<file path="src/hdl/polygon_winding_number_unit_defines.svh">
// ----------------------------------------------------------------------------
// Polygon winding number unit assertion macros
// Shared assertion macros for the winding number unit; empty in synthesis.
// ----------------------------------------------------------------------------
`ifndef POLYGON_WINDING_NUMBER_UNIT_DEFINES_SVH
`define POLYGON_WINDING_NUMBER_UNIT_DEFINES_SVH

`ifndef SYNTHESIS

`define PWN_ASSERT(lbl, clk, rst, prop) \
   lbl: assert property (@(posedge clk) disable iff (rst) (prop)) \
      else $error("pwn assertion failed");

`define PWN_ASSERT_NEVER(lbl, clk, rst, cond) \
   lbl: assert property (@(posedge clk) disable iff (rst) !(cond)) \
      else $error("pwn forbidden condition seen");

`else

`define PWN_ASSERT(lbl, clk, rst, prop)

`define PWN_ASSERT_NEVER(lbl, clk, rst, cond)

`endif

`endif

</file>
<file path="src/hdl/pwn_pkg.sv">
// ----------------------------------------------------------------------------
// Polygon winding number package
// Word types for the request, response and segment job channels.
// ----------------------------------------------------------------------------
package pwn_pkg;

   localparam int COORD_WIDTH = 16;
   localparam int DIFF_WIDTH  = COORD_WIDTH + 1;
   localparam int PROD_WIDTH  = 2 * DIFF_WIDTH;
   localparam int WIND_WIDTH  = 13;

   typedef struct packed {
      logic signed [COORD_WIDTH-1:0] query_x;
      logic signed [COORD_WIDTH-1:0] query_y;
      logic signed [COORD_WIDTH-1:0] vertex_x;
      logic signed [COORD_WIDTH-1:0] vertex_y;
      logic                          last_vertex;
   } req_type;

   typedef struct packed {
      logic signed [WIND_WIDTH-1:0] winding;
      logic                         inside_res;
   } rsp_type;

   // One polygon segment a -> b, already classified against the query point.
   typedef struct packed {
      logic                         up;
      logic                         down;
      logic signed [DIFF_WIDTH-1:0] dx;
      logic signed [DIFF_WIDTH-1:0] dqy;
      logic signed [DIFF_WIDTH-1:0] dqx;
      logic signed [DIFF_WIDTH-1:0] dy;
   } seg_type;

   typedef struct packed {
      seg_type seg_a;
      seg_type seg_b;
      logic    last;
   } job_type;

endpackage

</file>
<file path="src/hdl/pwn_queue.sv">
// ----------------------------------------------------------------------------
// Polygon winding number queue
// Small first-in first-out register queue with push/full and pop/empty.
// ----------------------------------------------------------------------------
module pwn_queue #(
   parameter int Width = 1,
   parameter int Depth = 4
) (
   input  logic             clock,
   input  logic             reset,
   input  logic             push,
   input  logic [Width-1:0] push_word,
   output logic             full,
   input  logic             pop,
   output logic [Width-1:0] pop_word,
   output logic             empty
);

   localparam int AddrWidth = $clog2(Depth);

   logic [Width-1:0]     mem_ff [Depth];
   logic [AddrWidth-1:0] wr_ptr_ff, wr_ptr_in;
   logic [AddrWidth-1:0] rd_ptr_ff, rd_ptr_in;
   logic [AddrWidth:0]   fill_ff, fill_in;
   logic                 do_push, do_pop;

   assign full     = (fill_ff == (AddrWidth+1)'(Depth));
   assign empty    = (fill_ff == '0);
   assign do_push  = push && !full;
   assign do_pop   = pop && !empty;
   assign pop_word = mem_ff[rd_ptr_ff];

   always_comb begin
      wr_ptr_in = do_push ? wr_ptr_ff + 1'b1 : wr_ptr_ff;
      rd_ptr_in = do_pop ? rd_ptr_ff + 1'b1 : rd_ptr_ff;
      fill_in   = fill_ff;
      if (do_push && !do_pop) begin
         fill_in = fill_ff + 1'b1;
      end else if (do_pop && !do_push) begin
         fill_in = fill_ff - 1'b1;
      end
   end

   always_ff @(posedge clock) begin
      if (reset) begin
         wr_ptr_ff <= '0;
         rd_ptr_ff <= '0;
         fill_ff   <= '0;
      end else begin
         wr_ptr_ff <= wr_ptr_in;
         rd_ptr_ff <= rd_ptr_in;
         fill_ff   <= fill_in;
      end
   end

   always_ff @(posedge clock) begin
      if (do_push) begin
         mem_ff[wr_ptr_ff] <= push_word;
      end
   end

endmodule

</file>
<file path="src/hdl/pwn_front.sv">
// ----------------------------------------------------------------------------
// Polygon winding number front end
// Tracks the open polygon and turns each vertex into classified segments.
// ----------------------------------------------------------------------------
module pwn_front (
   input  logic             clock,
   input  logic             reset,
   input  logic             req_push,
   input  pwn_pkg::req_type req_word,
   output logic             req_full,
   output logic             job_push,
   output pwn_pkg::job_type job_word,
   input  logic             job_full
);

   logic                                   open_ff, open_in;
   logic signed [pwn_pkg::COORD_WIDTH-1:0] start_x_ff, start_x_in;
   logic signed [pwn_pkg::COORD_WIDTH-1:0] start_y_ff, start_y_in;
   logic signed [pwn_pkg::COORD_WIDTH-1:0] prev_x_ff;
   logic signed [pwn_pkg::COORD_WIDTH-1:0] prev_y_ff;
   logic signed [pwn_pkg::COORD_WIDTH-1:0] close_x, close_y;
   logic                                   accept;

   function automatic pwn_pkg::seg_type classify(
      input logic                                   valid,
      input logic signed [pwn_pkg::COORD_WIDTH-1:0] qx,
      input logic signed [pwn_pkg::COORD_WIDTH-1:0] qy,
      input logic signed [pwn_pkg::COORD_WIDTH-1:0] ax,
      input logic signed [pwn_pkg::COORD_WIDTH-1:0] ay,
      input logic signed [pwn_pkg::COORD_WIDTH-1:0] bx,
      input logic signed [pwn_pkg::COORD_WIDTH-1:0] by
   );
      pwn_pkg::seg_type s;
      s.up   = valid && (ay <= qy) && (by > qy);
      s.down = valid && (ay > qy) && (by <= qy);
      s.dx   = {bx[15], bx} - {ax[15], ax};
      s.dqy  = {qy[15], qy} - {ay[15], ay};
      s.dqx  = {qx[15], qx} - {ax[15], ax};
      s.dy   = {by[15], by} - {ay[15], ay};
      return s;
   endfunction

   assign req_full = job_full;
   assign accept   = req_push && !job_full;
   assign job_push = accept;

   assign close_x = open_ff ? start_x_ff : req_word.vertex_x;
   assign close_y = open_ff ? start_y_ff : req_word.vertex_y;

   always_comb begin
      job_word.seg_a = classify(open_ff, req_word.query_x, req_word.query_y,
                                prev_x_ff, prev_y_ff,
                                req_word.vertex_x, req_word.vertex_y);
      job_word.seg_b = classify(req_word.last_vertex, req_word.query_x,
                                req_word.query_y, req_word.vertex_x,
                                req_word.vertex_y, close_x, close_y);
      job_word.last  = req_word.last_vertex;
      open_in        = !req_word.last_vertex;
      start_x_in     = close_x;
      start_y_in     = close_y;
   end

   always_ff @(posedge clock) begin
      if (reset) begin
         open_ff <= 1'b0;
      end else if (accept) begin
         open_ff <= open_in;
      end
   end

   always_ff @(posedge clock) begin
      if (accept) begin
         start_x_ff <= start_x_in;
         start_y_ff <= start_y_in;
         prev_x_ff  <= req_word.vertex_x;
         prev_y_ff  <= req_word.vertex_y;
      end
   end

endmodule

</file>
<file path="src/hdl/pwn_back.sv">
// ----------------------------------------------------------------------------
// Polygon winding number back end
// Evaluates cross product signs, keeps the saturating count, queues results.
// ----------------------------------------------------------------------------
`include "polygon_winding_number_unit_defines.svh"

module pwn_back #(
   parameter int WindBound = 2048
) (
   input  logic             clock,
   input  logic             reset,
   output logic             job_pop,
   input  pwn_pkg::job_type job_word,
   input  logic             job_empty,
   output logic             rsp_empty,
   input  logic             rsp_pop,
   output pwn_pkg::rsp_type rsp_word
);

   localparam int CountWidth = $clog2(WindBound + 1) + 1;
   localparam logic signed [CountWidth:0] BoundWide = (CountWidth+1)'(WindBound);
   localparam logic signed [CountWidth-1:0] BoundCount = CountWidth'(WindBound);
   localparam logic signed [1:0] DeltaUp   = 2'sb01;
   localparam logic signed [1:0] DeltaDown = 2'sb11;
   localparam logic signed [1:0] DeltaNone = 2'sb00;

   typedef struct packed {
      logic                                  up;
      logic                                  down;
      logic signed [pwn_pkg::PROD_WIDTH-1:0] prod_l;
      logic signed [pwn_pkg::PROD_WIDTH-1:0] prod_r;
   } prod_type;

   logic                          m_valid_ff, m_valid_in;
   logic                          m_last_ff;
   prod_type                      m_a_ff, m_b_ff, m_a_in, m_b_in;
   logic signed [CountWidth-1:0]  count_ff, count_in;
   logic signed [CountWidth-1:0]  count_mid, count_end;
   logic signed [1:0]             delta_a, delta_b;
   logic                          advance, fire;
   logic                          out_push, out_full;
   pwn_pkg::rsp_type              out_word;

   function automatic prod_type multiply(input pwn_pkg::seg_type s);
      prod_type p;
      p.up     = s.up;
      p.down   = s.down;
      p.prod_l = s.dx * s.dqy;
      p.prod_r = s.dqx * s.dy;
      return p;
   endfunction

   function automatic logic signed [1:0] delta_of(input prod_type p);
      logic signed [pwn_pkg::PROD_WIDTH:0] c;
      logic signed [1:0]                   d;
      c = {p.prod_l[pwn_pkg::PROD_WIDTH-1], p.prod_l}
        - {p.prod_r[pwn_pkg::PROD_WIDTH-1], p.prod_r};
      d = DeltaNone;
      if (p.up && !c[pwn_pkg::PROD_WIDTH] && (|c)) begin
         d = DeltaUp;
      end else if (p.down && c[pwn_pkg::PROD_WIDTH]) begin
         d = DeltaDown;
      end
      return d;
   endfunction

   function automatic logic signed [CountWidth-1:0] bump(
      input logic signed [CountWidth-1:0] c,
      input logic signed [1:0]            d
   );
      logic signed [CountWidth:0] s;
      s = {c[CountWidth-1], c} + {{(CountWidth-1){d[1]}}, d};
      if (s > BoundWide) begin
         s = BoundWide;
      end else if (s < -BoundWide) begin
         s = -BoundWide;
      end
      return s[CountWidth-1:0];
   endfunction

   assign advance = !(m_valid_ff && m_last_ff && out_full);
   assign job_pop = advance && !job_empty;
   assign fire    = m_valid_ff && advance;

   always_comb begin
      m_a_in     = multiply(job_word.seg_a);
      m_b_in     = multiply(job_word.seg_b);
      m_valid_in = advance ? !job_empty : m_valid_ff;
      delta_a    = delta_of(m_a_ff);
      delta_b    = delta_of(m_b_ff);
      count_mid  = bump(count_ff, delta_a);
      count_end  = bump(count_mid, delta_b);
      count_in   = count_ff;
      if (fire) begin
         count_in = m_last_ff ? '0 : count_end;
      end
      out_push            = fire && m_last_ff;
      out_word.winding    = pwn_pkg::WIND_WIDTH'(count_end);
      out_word.inside_res = !count_end[CountWidth-1] && (|count_end);
   end

   always_ff @(posedge clock) begin
      if (reset) begin
         m_valid_ff <= 1'b0;
         count_ff   <= '0;
      end else begin
         m_valid_ff <= m_valid_in;
         count_ff   <= count_in;
      end
   end

   always_ff @(posedge clock) begin
      if (job_pop) begin
         m_a_ff    <= m_a_in;
         m_b_ff    <= m_b_in;
         m_last_ff <= job_word.last;
      end
   end

   pwn_queue #(
      .Width ($bits(pwn_pkg::rsp_type)),
      .Depth (2)
   ) u_rsp_queue (
      .clock     (clock),
      .reset     (reset),
      .push      (out_push),
      .push_word (out_word),
      .full      (out_full),
      .pop       (rsp_pop),
      .pop_word  (rsp_word),
      .empty     (rsp_empty)
   );

   `PWN_ASSERT(a_count_in_bounds, clock, reset, (count_ff <= BoundCount) && (count_ff >= -BoundCount))
   `PWN_ASSERT(a_stall_holds_queue, clock, reset, (m_valid_ff && m_last_ff && out_full) |-> !job_pop)
   `PWN_ASSERT(a_result_clears_count, clock, reset, (out_push && !job_pop) |=> (count_ff == '0))
   `PWN_ASSERT_NEVER(a_seg_one_way, clock, reset, m_valid_ff && ((m_a_ff.up && m_a_ff.down) || (m_b_ff.up && m_b_ff.down)))

endmodule

</file>
<file path="src/hdl/polygon_winding_number_unit.sv">
// ----------------------------------------------------------------------------
// Polygon winding number unit
// Streams polygon vertices with a query point and returns the winding number.
//
//   Channel  Ports                        Word
//   request  req_push, req_full           req_word (vertex, query point, last)
//   response rsp_pop, rsp_empty           rsp_word (winding, inside_res)
//
// One vertex is taken every cycle unless req_full is high; the front end feeds
// a four-word job queue; each result passes the back end into the response queue.
// The back end runs one multiply stage and one count stage per vertex.
// Synchronous reset empties both queues and awaits the first vertex of a polygon.
// A full response queue stalls the back end; a full job queue raises req_full.
// ----------------------------------------------------------------------------
module polygon_winding_number_unit #(
   parameter int MAX_VERTICES = 4096
) (
   input  logic             clock,
   input  logic             reset,
   input  logic             req_push,
   input  pwn_pkg::req_type req_word,
   output logic             req_full,
   output logic             rsp_empty,
   input  logic             rsp_pop,
   output pwn_pkg::rsp_type rsp_word
);

   localparam int WindBound = (MAX_VERTICES / 2 < 2048) ? MAX_VERTICES / 2 : 2048;

   logic             front_push;
   pwn_pkg::job_type front_word;
   logic             job_full;
   logic             job_pop;
   pwn_pkg::job_type job_word;
   logic             job_empty;

   pwn_front u_front (
      .clock    (clock),
      .reset    (reset),
      .req_push (req_push),
      .req_word (req_word),
      .req_full (req_full),
      .job_push (front_push),
      .job_word (front_word),
      .job_full (job_full)
   );

   pwn_queue #(
      .Width ($bits(pwn_pkg::job_type)),
      .Depth (4)
   ) u_job_queue (
      .clock     (clock),
      .reset     (reset),
      .push      (front_push),
      .push_word (front_word),
      .full      (job_full),
      .pop       (job_pop),
      .pop_word  (job_word),
      .empty     (job_empty)
   );

   pwn_back #(
      .WindBound (WindBound)
   ) u_back (
      .clock     (clock),
      .reset     (reset),
      .job_pop   (job_pop),
      .job_word  (job_word),
      .job_empty (job_empty),
      .rsp_empty (rsp_empty),
      .rsp_pop   (rsp_pop),
      .rsp_word  (rsp_word)
   );

endmodule

</file>
<file path="config.mk">
export PLATFORM = sky130hd
export DESIGN_NAME = polygon_winding_number_unit
export DESIGN_NICKNAME = d
export VERILOG_FILES = /design/src/hdl/pwn_pkg.sv /design/src/hdl/pwn_queue.sv /design/src/hdl/pwn_front.sv /design/src/hdl/pwn_back.sv /design/src/hdl/polygon_winding_number_unit.sv
export VERILOG_INCLUDE_DIRS = /design/src /design/src/hdl
export SDC_FILE = /design/constraint.sdc
export NUM_CORES = 2
export LEC_CHECK = 0
export BUFFER_PORTS_ARGS = -buffer_cell sky130_fd_sc_hd__buf_2
export CAP_MARGIN = 20
export CORE_ASPECT_RATIO = 1.4
export CORE_MARGIN = 8
export CORE_UTILIZATION = 49
export DETAILED_ROUTE_END_ITERATION = 10
export GPL_ROUTABILITY_DRIVEN = 1
export PLACE_DENSITY_LB_ADDON = 0.12
export SETUP_SLACK_MARGIN = 0.15
export SLEW_MARGIN = 0
export SYNTH_ARGS = -nofsm -noshare
export SYNTH_HDL_FRONTEND = slang
export SYNTH_SLANG_ARGS = --single-unit
</file>
<file path="constraint.sdc">
create_clock -name clock -period 25.8 [get_ports clock]
set_clock_uncertainty 0.15 [all_clocks]
set_input_delay 3.87 -clock clock [delete_from_list [all_inputs] [get_ports clock]]
set_output_delay 3.87 -clock clock [all_outputs]
set_load 0.1 [all_outputs]
</file>
# Word level (Yosys, flattened, before mapping)
# Memories as Yosys holds them, arrays and structs flattened. A register that Yosys moved wholly into a read port is not among the register bits.
# Cells that the tools add are included.
dict set report totals {
  register_bits 231
  word_cells 132
  in_bits 69
  mem_count 2
  ram_bits 592
  output_inout_bits 16
}
# name words width rd rd_clocked_by_memory_dff write_ports line
set memory_table {}
lappend memory_table {u_job_queue.mem_ff 4 141 1 1 1 pwn_queue.sv:21} ;# logic [Width-1:0] mem_ff [Depth];
lappend memory_table {u_back.u_rsp_queue.mem_ff 2 14 1 1 1 pwn_queue.sv:21}
dict set report classes {
  n_lt_le_gt_ge 10
  mul 4
  reduce_logical 49
  add_sub_neg 20
  mux 23
  n_eq_ne 2
}
# op count
set ops {}
lappend ops {{17-bit by 17-bit multiplier with 34-bit output} 4}
lappend ops {{16-bit by 16-bit subtractor with 17-bit output} 8}
lappend ops {{35-bit OR reduction} 2}
lappend ops {{34-bit by 34-bit subtractor with 35-bit output} 2}
lappend ops {{13-bit two-way mux} 5}
lappend ops {{16-bit greater-than comparator} 3}
lappend ops {{16-bit <= comparator} 3}
lappend ops {{16-bit two-way mux} 2}
lappend ops {{1-bit logical AND} 29}
lappend ops {{13-bit by 2-bit adder with 14-bit output} 2}
lappend ops {{14-bit by 13-bit greater-than comparator with 1-bit output (second input constant)} 2}
lappend ops {{14-bit by 12-bit < comparator with 1-bit output (second input constant)} 2}
lappend ops {{2-bit two-way mux} 8}
lappend ops {{1-bit logical NOT} 13}
lappend ops {{13-bit OR reduction} 1}
lappend ops {{2-bit by 1-bit adder with 2-bit output (second input constant)} 3}
lappend ops {{1-bit two-way mux} 6}
lappend ops {{3-bit two-way mux} 2}
lappend ops {{2-bit nonzero test} 2}
lappend ops {{3-bit by 1-bit adder with 3-bit output (second input constant)} 1}
lappend ops {{3-bit equality test (second input constant)} 1}
lappend ops {{3-bit logical NOT} 1}
lappend ops {{3-bit by 1-bit subtractor with 3-bit output (second input constant)} 1}
lappend ops {{1-bit adder (second input constant)} 2}
lappend ops {{other kinds (3)} 3}

# Longest topological paths before layout
dict set report depth {
  ltp_word 15
  mapped_depth 42
}

# By module
# A second synthesis with hierarchy kept.
dict set report unflattened {
  cells_unflattened 7561
  hier_area_um2 83739.1
}
# mod area_each_um2 cells_per_inst instances
set by_module_without_submodules {}
lappend by_module_without_submodules {pwn_back 53053.4 5671 1}
lappend by_module_without_submodules {{pwn_queue at u_job_queue} 20786.2 785 1}
lappend by_module_without_submodules {pwn_front 8678.3 1037 1}
lappend by_module_without_submodules {{pwn_queue at u_back.u_rsp_queue} 1221.2 68 1}

# Worst setup path before layout
# Ideal clock, no wire load.
dict set report synth_path {
  path_type {input port to flip-flop}
  startpoint {input req_push}
  endpoint {memory u_job_queue.mem_ff[0][0] (netlist bit) (enable)}
  stages 3
  t_required_ns 25.133
  path_buffers 1
  arrival_ns 9.401
  slack_ns 15.732
  setup_time_ns 0.517
  path_cell_list {nor2b_1 > clkbuf_1 > and2_1}
}
dict set report synth_via {
  elab_chain_cells 4
}
# item line
set synth_lines {}
lappend synth_lines {{from (decl)} polygon_winding_number_unit.sv:20} ;# input logic req_push,
lappend synth_lines {{1-bit logical AND} pwn_front.sv:44} ;# assign accept = req_push && !job_full;
lappend synth_lines {{via front_push} polygon_winding_number_unit.sv:30} ;# logic front_push;
lappend synth_lines {{1-bit logical AND} pwn_queue.sv:29} ;# assign do_push = push && !full;
lappend synth_lines {{1-bit two-way mux} pwn_queue.sv:57} ;# if (do_push) begin
lappend synth_lines {{1-bit two-way mux (not written as such)} pwn_queue.sv:58} ;# mem_ff[wr_ptr_ff] <= push_word;
lappend synth_lines {{to (decl)} pwn_queue.sv:21}
# The timed path passes the listed nets, and every way through them passes these cells.

# Worst setup path in the final report
dict set report layout_path {
  startpoint {register u_back.m_a_ff[34] (netlist bit)}
  endpoint {register u_back.count_ff[7]}
}
dict set report layout_via {
  elab_chain_cells 14
  word_cells_on_any_way 19
  cone_classes {add/sub (3); order compare (4); mux (7); reduce/logical (5)}
}
# item line
set layout_lines {}
lappend layout_lines {{from (decl)} pwn_back.sv:36} ;# prod_type m_a_ff, m_b_ff, m_a_in, m_b_in;
lappend layout_lines {{from (signal assigned)} pwn_back.sv:114} ;# m_a_ff <= m_a_in;
lappend layout_lines {{34-bit by 34-bit subtractor with 35-bit output (*)} pwn_back.sv:57} ;# - {p.prod_r[pwn_pkg::PROD_WIDTH-1], p.prod_r};
lappend layout_lines {{parallel branches: the longest is 3 deep, another holds 35-bit OR reduction} n/a}
lappend layout_lines {{2-bit two-way mux (*)} pwn_back.sv:59} ;# if (p.up && !c[pwn_pkg::PROD_WIDTH] && (|c)) begin
lappend layout_lines {{13-bit by 2-bit adder with 14-bit output (*)} pwn_back.sv:72} ;# s = {c[CountWidth-1], c} + {{(CountWidth-1){d[1]}}, d};
lappend layout_lines {{14-bit by 12-bit < comparator with 1-bit output} pwn_back.sv:75} ;# end else if (s < -BoundWide) begin
lappend layout_lines {{13-bit two-way mux} pwn_back.sv:75}
lappend layout_lines {{13-bit two-way mux (*)} pwn_back.sv:73} ;# if (s > BoundWide) begin
lappend layout_lines {{13-bit by 2-bit adder with 14-bit output (*)} pwn_back.sv:72}
lappend layout_lines {{14-bit by 12-bit < comparator with 1-bit output} pwn_back.sv:75}
lappend layout_lines {{13-bit two-way mux} pwn_back.sv:75}
lappend layout_lines {{13-bit two-way mux (*)} pwn_back.sv:73}
lappend layout_lines {{13-bit two-way mux (*)} pwn_back.sv:95} ;# count_in = m_last_ff ? '0 : count_end;
lappend layout_lines {{to (signal assigned)} pwn_back.sv:108} ;# count_ff <= count_in;
lappend layout_lines {{to (decl)} pwn_back.sv:37} ;# logic signed [CountWidth-1:0] count_ff, count_in;
# Every way passes the cells marked *.
# A chain may end at the register's enable or synchronous reset.

==> impl_metrics.yaml <==
run_status:
  outcome: "complete, no violations"
timing:
  setup_viol: 0
  drv_slew: 0
  fmax_mhz: 92.8
  fin_setup_tns_ns: 0
  fin_crit_sh: 0.418
  tightest_slew_ns: 1.10
  grt_setup_unrepaired: "false"
  final-hold-violation-count: 0
  min_period_ns: 10.78
  relSlewSlack: 0.259
synthesis:
  yosysTopAreaCell: "fa_1"
  synth_seq_cells: 826
  synth_top_area_frac: 0.288
  synth_area_leaders: "fa_1 (29%), edfxtp_1 (29%), ha_1 (8.8%), inv_1 (6.5%), nand2_1 (3.9%)"
  synth-edff-count: 797
  ys_seq_area_frac: 0.295
  syn_area_sq_um: 83100
  yosys.cell_count.top_type: "inv_1"
  syn_avg_cell_area_sq_um: 10.6
  synth_nets: 9702
  synth_cell_types: 84
  ys.flop_type: "edfxtp_1"
  ys_top_cells_by_count: "inv_1 (1448), fa_1 (1197), nand2_1 (869)"
  netlist_instances: 7850
  synth_warnings: 0
  async_reset_ff_frac: 0
clock_network:
  ctsResizeCount: 0
  postCtsHoldBufs: 0
  clockBufferDepth: 3
  clock_latency_ns: 0.73
  cts_root_buffer: "clkbuf_16"
  cts_htree_levels: 3
  cts_tree: "built"
  cts.sinks: 826
  clk_pin_slew_ns: 0.06
  cts_made_buffers: 86
  post_cts_buffers: 0
placed_design:
  port_buffers: 84
  place_hpwl_mm: 179
  routabilityCongestion: 0.915
setup_path:
  cp.required_ns: 26.30
  ff2ff_path_depth: 41
  critical_path.startpoint_type: "flip-flop"
  critPathSlowestCell: "o41ai_1"
  cpPeakStageDelay_ns: 0.90
  arrival_ns: 11.28
  crit_top_cell: "a21oi_1"
  cp-end-kind: "flip-flop"
  critPathMaxFanout: 11
  worstSetupPathType: "reg2reg"
job:
  maxCapViolations: 0
routing:
  wirelength_mm: 225
  drt_iter0_markers: 3744
  drtAntennaViolNets: 0
  route.detailed.drc: 0
  viasPerCell: 5.47
  vias: 56000
  wire_per_inst_microns: 22.0
  first_pass_iters: 6
die:
  num_rows: 179
  fp.dieW_microns: 364
  die_h_microns: 503
  initial_core_util: 0.491
  io_pins: 85
  dieArea_sq_um: 183000
  core_area_sq_um: 169000
min_path:
  whs_path_depth: 2
  hold_path_class: "reg2reg"
finish:
  drive_above_1_share: 0.0644
  num-nets-final: 9745
  synthToLayoutAreaGrowth_pct: 7.45
  fill_cells: 15100
global_routing:
  first_global_vias: 59600
  grt_overflow: 0
  grt.total_usage: 0.247
  antenna_found_initial: 25
  grt_pass1_wl_mm: 347
  grt_max_degree: 95
[sequential cells by signal, indices dropped and copies added, names as in the netlist, 16 cells and up, named ones only]
register / count
u_back.m_a_ff: 70
u_front.prev_y_ff: 16
u_front.start_x_ff: 16
u_back.m_b_ff: 70
u_front.start_y_ff: 16
u_back.u_rsp_queue.mem_ff: 28
u_job_queue.mem_ff: 564
u_front.prev_x_ff: 16
[logic make-up (layout without fill, tap and decap cells)]
logic type / count (synthesis) / count (layout) / share of synthesized area
AND/OR/NAND/NOR: 2102 / 2102 / 0.111
adder cells (fa/ha/maj): 1783 / 1783 / 0.377
buffers and inverters: 1668 / 1780 / 0.0754
AO/OA/AOI/OAI: 950 / 950 / 0.0732
flip-flops: 826 / 826 / 0.295
multiplexers: 261 / 261 / 0.0408
XOR/XNOR: 260 / 260 / 0.0274
other: 0 / 10 / 0
[critical path, delay by kind of cell (launching register included)]
family / cells / cell delay [ns]
DFF: 1 / 0.37
AOI/OAI and AO/OA: 22 / 5.32
buffers and inverters: 2 / 0.13
adders and majority gates: 6 / 2.02
and+or+nand+nor: 8 / 2.15
xor gates and xnor gates: 2 / 0.39
muxes: 1 / 0.18
[layout by cell type, fill, tap and decap left out, types with 86 or more instances in the layout]
master | synthesis | final
o21ai_1 | 92 | 95
edfxtp_1 | 797 | 797
nand2_1 | 869 | 869
mux2i_1 | 99 | 99
a21oi_1 | 208 | 208
o21a_1 | 102 | 102
nor2_1 | 657 | 657
ha_1 | 586 | 586
o21ai_0 | 191 | 188
mux2_2 | 110 | 110
clkbuf_16 | 0 | 86
nor2b_1 | 147 | 146
inv_1 | 1448 | 1448
fa_1 | 1197 | 1197
xnor2_1 | 196 | 196
[per-layer routing]
metal	wire length, microns	GRT usage
met1	93100	0.327
met2	111000	0.427
met3	14100	0.0367
met4	6440	0.0672
met5	46	0
[through the flow]
stage	instances	cell area (sq um)	setup slack (ns)	utilization	hold WS [ns]
detailed placement	10100	86200	15.00	0.510	0.347
global route	10200	89200	14.18	0.528	0.395
floorplan	7850	83100	15.73	-	0.306
CTS	10200	89200	14.95	0.528	0.362
global placement	10100	86200	15.09	0.510	0.338
finish	10200	89300	15.02	0.528	0.359
[final timing paths]
| kind | startpoint | end | slack (ns) |
|---|---|---|---|
| setup reg to reg | u_back.m_a_ff[34] | u_back.count_ff[7] | 15.02 |
| setup / recovery | u_back.m_a_ff[34] | u_back.count_ff[7] | 15.02 |
| hold / removal | u_job_queue.fill_ff[2] | u_job_queue.fill_ff[2] | 0.36 |
| hold reg to reg | u_job_queue.fill_ff[2] | u_job_queue.fill_ff[2] | 0.36 |
[layout make-up]
class / count / area [sq um] / share of cell area
inverters: 1450 / 5440 / 0.0610
clock inverters: 54 / 761 / 0.00852
diodes: 10 / 25.0 / 0.000280
clock buffers: 103 / 2250 / 0.0252
flip-flops and latches: 826 / 24500 / 0.275
well taps: 2262 / 2830 / 0.0317
multi-input cells: 5356 / 52300 / 0.586
repair buffers: 173 / 1110 / 0.0124
Power is left out: the tool's default activity adds up to more than one toggle a clock period on the data nets, which glitch-free logic cannot reach.
